===== config.mk =====
export PLATFORM = sky130hd
export DESIGN_NAME = dptcp_cfg
export DESIGN_NICKNAME = d
export VERILOG_FILES = /design/src/sv/dptcp_pkg.sv /design/src/sv/dptcp_cfg.sv
export SDC_FILE = /design/constraint.sdc
export NUM_CORES = 1
export LEC_CHECK = 0
export BUFFER_PORTS_ARGS = -buffer_cell sky130_fd_sc_hd__buf_2
export CAP_MARGIN = 0
export CORE_MARGIN = 5
export CORE_UTILIZATION = 50
export DETAILED_ROUTE_END_ITERATION = 8
export HOLD_SLACK_MARGIN = 0.05
export PLACE_DENSITY = 0.88
export SYNTH_ARGS = -nofsm -noshare
export SYNTH_HDL_FRONTEND = slang
export SYNTH_SLANG_ARGS = --single-unit

===== constraint.sdc =====
create_clock -name clk -period 1.05 [get_ports clk]
set_clock_uncertainty 0.15 [all_clocks]
set_input_delay 0.0525 -clock clk [delete_from_list [all_inputs] [get_ports clk]]
set_output_delay 0.0525 -clock clk [all_outputs]
set_load 0.01 [all_outputs]

===== src/sv/dptcp_pkg.sv =====
// Shared types, constants and the jet color function for the depth-to-point pipeline.
`default_nettype none
package dptcp_pkg;

	localparam int CodeW   = 8;
	localparam int PixW    = 8;
	localparam int RecipW  = 25;
	localparam int CenterW = 26;
	localparam int ScaleW  = 25;
	localparam int CfgW    = 26;
	localparam int CfgIdxW = 3;
	localparam int ZW      = 32;
	localparam int CoordW  = 41;
	localparam int ColorW  = 24;
	localparam int InTdataW  = 24;
	localparam int OutTdataW = 144;

	localparam logic [RecipW-1:0]  RecipMax   = 25'd16777216;
	localparam logic [CenterW-1:0] CenterMax  = 26'd66846720;
	localparam logic [ScaleW-1:0]  ScaleMax   = 25'd16777216;
	localparam logic [RecipW-1:0]  RecipRst   = 25'd209715;
	localparam logic [CenterW-1:0] CenterCRst = 26'd10485760;
	localparam logic [CenterW-1:0] CenterRRst = 26'd7864320;
	localparam logic [ScaleW-1:0]  ScaleRst   = 25'd164483;

	typedef enum logic [CfgIdxW-1:0] {
		CFG_RECIP_X  = 3'd0,
		CFG_RECIP_Y  = 3'd1,
		CFG_CENTER_C = 3'd2,
		CFG_CENTER_R = 3'd3,
		CFG_SCALE    = 3'd4
	} cfg_idx_t;

	typedef struct packed {
		logic [RecipW-1:0]  recip_x;
		logic [RecipW-1:0]  recip_y;
		logic [CenterW-1:0] center_col;
		logic [CenterW-1:0] center_row;
		logic [ScaleW-1:0]  scale;
	} cfg_t;

	typedef struct packed {
		logic en_s1;
		logic en_s2;
		logic en_s3;
		logic en_s4;
	} pipe_en_t;

	function automatic logic [ColorW-1:0] jet_color(input logic [CodeW-1:0] i);
		logic [7:0] r;
		logic [7:0] g;
		logic [7:0] b;
		logic [7:0] t;
		r = 8'd0;
		g = 8'd0;
		b = 8'd0;
		t = 8'd0;
		if (i < 8'd32) begin
			r = 8'd128 + {i[5:0], 2'b00};
		end else if (i == 8'd32) begin
			r = 8'd255;
		end else if (i < 8'd96) begin
			t = i - 8'd32;
			r = 8'd255;
			g = {t[5:0], 2'b00};
		end else if (i == 8'd96) begin
			r = 8'd254;
			g = 8'd255;
			b = 8'd1;
		end else if (i < 8'd160) begin
			t = i - 8'd97;
			r = 8'd250 - {t[5:0], 2'b00};
			g = 8'd255;
			b = 8'd6 + {t[5:0], 2'b00};
		end else if (i < 8'd224) begin
			t = i - 8'd160;
			g = 8'd252 - {t[5:0], 2'b00};
			b = 8'd255;
		end else begin
			t = i - 8'd224;
			b = 8'd252 - {t[5:0], 2'b00};
		end
		return {r, g, b};
	endfunction

endpackage
`default_nettype wire


===== src/sv/dptcp_cfg.sv =====
// Calibration registers with write-side saturation.
`default_nettype none
module dptcp_cfg (
	input  wire logic                          clk,
	input  wire logic                          arst_n,
	input  wire logic                          cfg_wr_en,
	input  wire logic [dptcp_pkg::CfgIdxW-1:0] cfg_index,
	input  wire logic [dptcp_pkg::CfgW-1:0]    cfg_data,
	output dptcp_pkg::cfg_t                    cfg
);

	logic [dptcp_pkg::RecipW-1:0]  recip_sat;
	logic [dptcp_pkg::CenterW-1:0] center_sat;
	logic [dptcp_pkg::ScaleW-1:0]  scale_sat;
	dptcp_pkg::cfg_t               cfg_q;

	always_comb begin
		recip_sat  = (cfg_data[dptcp_pkg::RecipW-1:0] > dptcp_pkg::RecipMax) ?
			dptcp_pkg::RecipMax : cfg_data[dptcp_pkg::RecipW-1:0];
		center_sat = (cfg_data > dptcp_pkg::CenterMax) ? dptcp_pkg::CenterMax : cfg_data;
		scale_sat  = (cfg_data[dptcp_pkg::ScaleW-1:0] > dptcp_pkg::ScaleMax) ?
			dptcp_pkg::ScaleMax : cfg_data[dptcp_pkg::ScaleW-1:0];
	end

	always_ff @(posedge clk or negedge arst_n) begin
		if (!arst_n) begin
			cfg_q.recip_x    <= dptcp_pkg::RecipRst;
			cfg_q.recip_y    <= dptcp_pkg::RecipRst;
			cfg_q.center_col <= dptcp_pkg::CenterCRst;
			cfg_q.center_row <= dptcp_pkg::CenterRRst;
			cfg_q.scale      <= dptcp_pkg::ScaleRst;
		end else if (cfg_wr_en) begin
			unique case (cfg_index)
				dptcp_pkg::CFG_RECIP_X:  cfg_q.recip_x    <= recip_sat;
				dptcp_pkg::CFG_RECIP_Y:  cfg_q.recip_y    <= recip_sat;
				dptcp_pkg::CFG_CENTER_C: cfg_q.center_col <= center_sat;
				dptcp_pkg::CFG_CENTER_R: cfg_q.center_row <= center_sat;
				dptcp_pkg::CFG_SCALE:    cfg_q.scale      <= scale_sat;
				default: ;
			endcase
		end
	end

	assign cfg = cfg_q;

endmodule
`default_nettype wire


==> impl_metrics.py <==
metrics = {
    "detailed_routing": {
        "routed_via_density": 5.80,
        "final_antenna_net_count": 0,
        "drtPass1Iterations": 7,
        "wl_per_cell_microns": 22.8,
        "drtIter0Drc": 612,
        "dr_total_vias": 5784,
        "drc": 0,
        "totalWireLength_microns": 22800,
    },
    "critical_path": {
        "path_class": "register to output pin",
        "cp_cell_sequence": "buf_6",
        "max_stage_delay_ns": 0.60,
        "cp_top_family": "flip-flops",
        "reg2reg_depth": 3,
        "cp.depth": 1,
        "worstPathArrival_ns": 1.25,
        "slowest_stage": "dfstp_2",
        "critPathCaptureType": "output pin",
        "cp_data_required_time_ns": 0.85,
        "worst-path-buf-inv": 1,
        "critPathLaunchType": "register",
        "critPathMaxFanout": 2,
    },
    "grt": {
        "grt_pass1_wl_microns": 31800,
        "grt_overflow": 0,
        "grt_pass1_vias": 5740,
        "grtUsageTotal_pct": 32.9,
        "antenna_found_initial": 0,
        "grt_max_degree": 49,
    },
    "floorplan": {
        "initial_utilization_pct": 51.1,
        "core_sq_um": 10300,
        "die_area_sq_um": 12600,
        "die_y_microns": 112,
        "ioPinCount": 159,
        "num_rows": 37,
        "die_w_microns": 112,
    },
    "timing": {
        "fin_crit_ns": 1.45,
        "max-slew-margin-rel_pct": 68.3,
        "holdWs_ns": -0.0269,
        "setup_ws_ns": -0.405,
        "worst_slew_pin_slew_ns": 0.475,
        "setup_viol": 208,
        "fmax_mhz": 687,
        "rsz0062_at_grt": "true",
        "slew_violations": 0,
        "period_share_pct": 139,
        "finalHoldViolCount": 4,
    },
    "placement": {
        "gp_congestion": 0.882,
        "detailedPlace.worstSlack_ns": -0.678,
        "dp_hpwl_microns": 11300,
        "io_buffers": 158,
    },
    "logic_synthesis": {
        "synthTopCellsByArea": "dfrtp_1 (45%), nand2_1 (17%), dfstp_2 (16%)",
        "synthSimpleGateAreaFrac_pct": 20.4,
        "post_synth.cell_area_avg_sq_um": 9.68,
        "synthAdderAreaFrac_pct": 0,
        "synth_fp_nets": 574,
        "synth_cell_type_count": 26,
        "ys_ff_latch": 127,
        "yosysTopAreaCell": "dfrtp_1",
        "synth-xor-area-share_pct": 0,
        "syn_inst": 542,
        "synth_top_area_share_pct": 45.3,
        "synth-compound-area-share_pct": 14.9,
        "synth_top_family_by_area": "simple AND/OR/NAND/NOR gates",
        "synth_mux_area_share_pct": 0,
        "yosys_warnings": 0,
        "syn-cell-area_sq_um": 5250,
        "seq_area_frac_synth_pct": 61.3,
    },
    "power_and_ir_drop": {
        "leakage_nw": 4.36,
        "vdd_drop_max_mv": 1.25,
        "p_per_area_nw_per_um2": 1850,
    },
    "final_layout": {
        "seq_area_sq_um": 3220,
        "multiInputGateArea_sq_um": 2080,
        "diodes": 0,
        "n_fill_cell": 477,
        "syn_to_final_growth_pct": 67.9,
        "nets": 880,
        "drive_gt1_share_pct": 50.8,
        "largest_reg_flops": 127,
    },
    "clock_network": {
        "clk_pin_slew_worst_paths_ns": 0.06,
        "cts_htree_levels": 4,
        "cts_tree": "yes",
        "cts_buffers": 17,
        "clockBufferDepth": 2,
        "cts_root_buf": "clkbuf_8",
        "insertion_delay_ns": 0.53,
        "numClockSinks": 127,
    },
    "run_status": {
        "violations": "hold timing, setup timing",
        "status": "finished with violations",
    },
    "worst_hold_path": {
        "holdPathStages": 5,
        "holdCritPathClass": "input pin to register",
    },
    "flow_run": {
        "cap_violations": 0,
    },
}
[cell type report]
class | count | share of cell area [%]
sequential | 127 | 36.5
tap | 136 | 1.93
clock inverter | 11 | 1.07
inverter | 1 | 0.0426
clock buffer | 21 | 4.99
timing repair buffer | 322 | 31.9
multi-input combinational | 379 | 23.6
[what timing repair did]
action                                 4_1_cts  5_1_grt
pin swaps                                   52       22
endpoints found under the hold margin      253       20
cloned                                       9        0
hold buffers                                27        2
setup endpoints to repair                  182      205
buffers inserted                            40       37
gates resized for setup                     76       56
[worst min-delay path, cell delays in order]
cell and delay [ns]:
buf_2 0.10, nor2_1 0.09, nand2_1 0.12, buf_12 0.20
o21ai_1 0.08
[kinds of logic after synthesis]
group,count (synthesis)
simple gates,264
buf+inv,36
compound gates,115
flops,127
[where the power goes]
group / internal (W) / total [W] / switching [W]
clock: 0.00318 / 0.00544 / 0.00226
sequential: 0.00585 / 0.00646 / 0.000609
combinational: 0.00221 / 0.00437 / 0.00216
total: 0.0112 / 0.0163 / 0.00503
[final timing paths]
path                              start       end  slack [ns]
max reg2reg                    cfg[106]  cfg[106]       -0.07
max                             cfg[78]   cfg[78]       -0.40
max in group asynchronous        arst_n  cfg[104]       -0.03
min reg2reg                     cfg[45]   cfg[45]        0.32
min                        cfg_index[1]  cfg[118]       -0.03
min in group asynchronous        arst_n    cfg[8]           0
[layer usage]
layer | vias to the layer above | part of all wire [%] | global-route usage [%]
met1 | 2810 | 35 | 38.1
li1 | 2376 | - | -
met5 | - | 0 | 0
met2 | 458 | 49 | 55.0
met3 | 140 | 9.2 | 8.36
met4 | 0 | 6.7 | 19.5
[cell usage after synthesis]
| cell type | number |
|---|---|
| and2_1 | 1 |
| clkbuf_1 | 23 |
| nand3_1 | 2 |
| and3b_1 | 2 |
| nand4_1 | 2 |
| nand2_1 | 242 |
| nor2b_1 | 1 |
| or2_2 | 1 |
| o21ai_0 | 55 |
| dfstp_2 | 32 |
| nor2_1 | 1 |
| dfrtp_1 | 95 |
| a31oi_4 | 1 |
| o21ai_1 | 8 |
| o21ai_2 | 50 |
| nor4_1 | 3 |
| buf_6 | 5 |
| nor3_2 | 1 |
| buf_2 | 7 |
| or4_4 | 1 |
| nand3b_1 | 2 |
| or4_1 | 1 |
| nor3_4 | 1 |
| inv_1 | 1 |
| and3_1 | 3 |
| a21oi_1 | 1 |
[through the flow]
| step | instance area, sq um | instances | util (%) | total power (W) | TNS [ns] |
|---|---|---|---|---|---|
| 2_1_floorplan | 5360 | 542 | - | 0.00760 | -26.08 |
| 3_3_place_gp | 6630 | 855 | 64.5 | 0.00899 | -48.83 |
| 3_5_place_dp | 6630 | 855 | 64.5 | 0.00915 | -51.68 |
| 4_1_cts | 8340 | 963 | 81.1 | 0.0153 | -47.82 |
| 5_1_grt | 8810 | 997 | 85.7 | 0.0169 | -50.08 |
| 6_report | 8810 | 997 | 85.7 | 0.0163 | -44.71 |
[placed cells by master, fill, tap and decap left out, types with 16 or more instances in the layout]
cell	netlist	routed
buf_6	5	61
buf_4	0	105
dfrtp_1	95	95
buf_2	7	102
nand2_1	242	241
dlygate4sd3_1	0	28
buf_12	0	16
o21ai_0	55	26
dfstp_2	32	32
clkbuf_16	0	17
o21ai_2	50	57
Power figures use the tool's default switching activity.
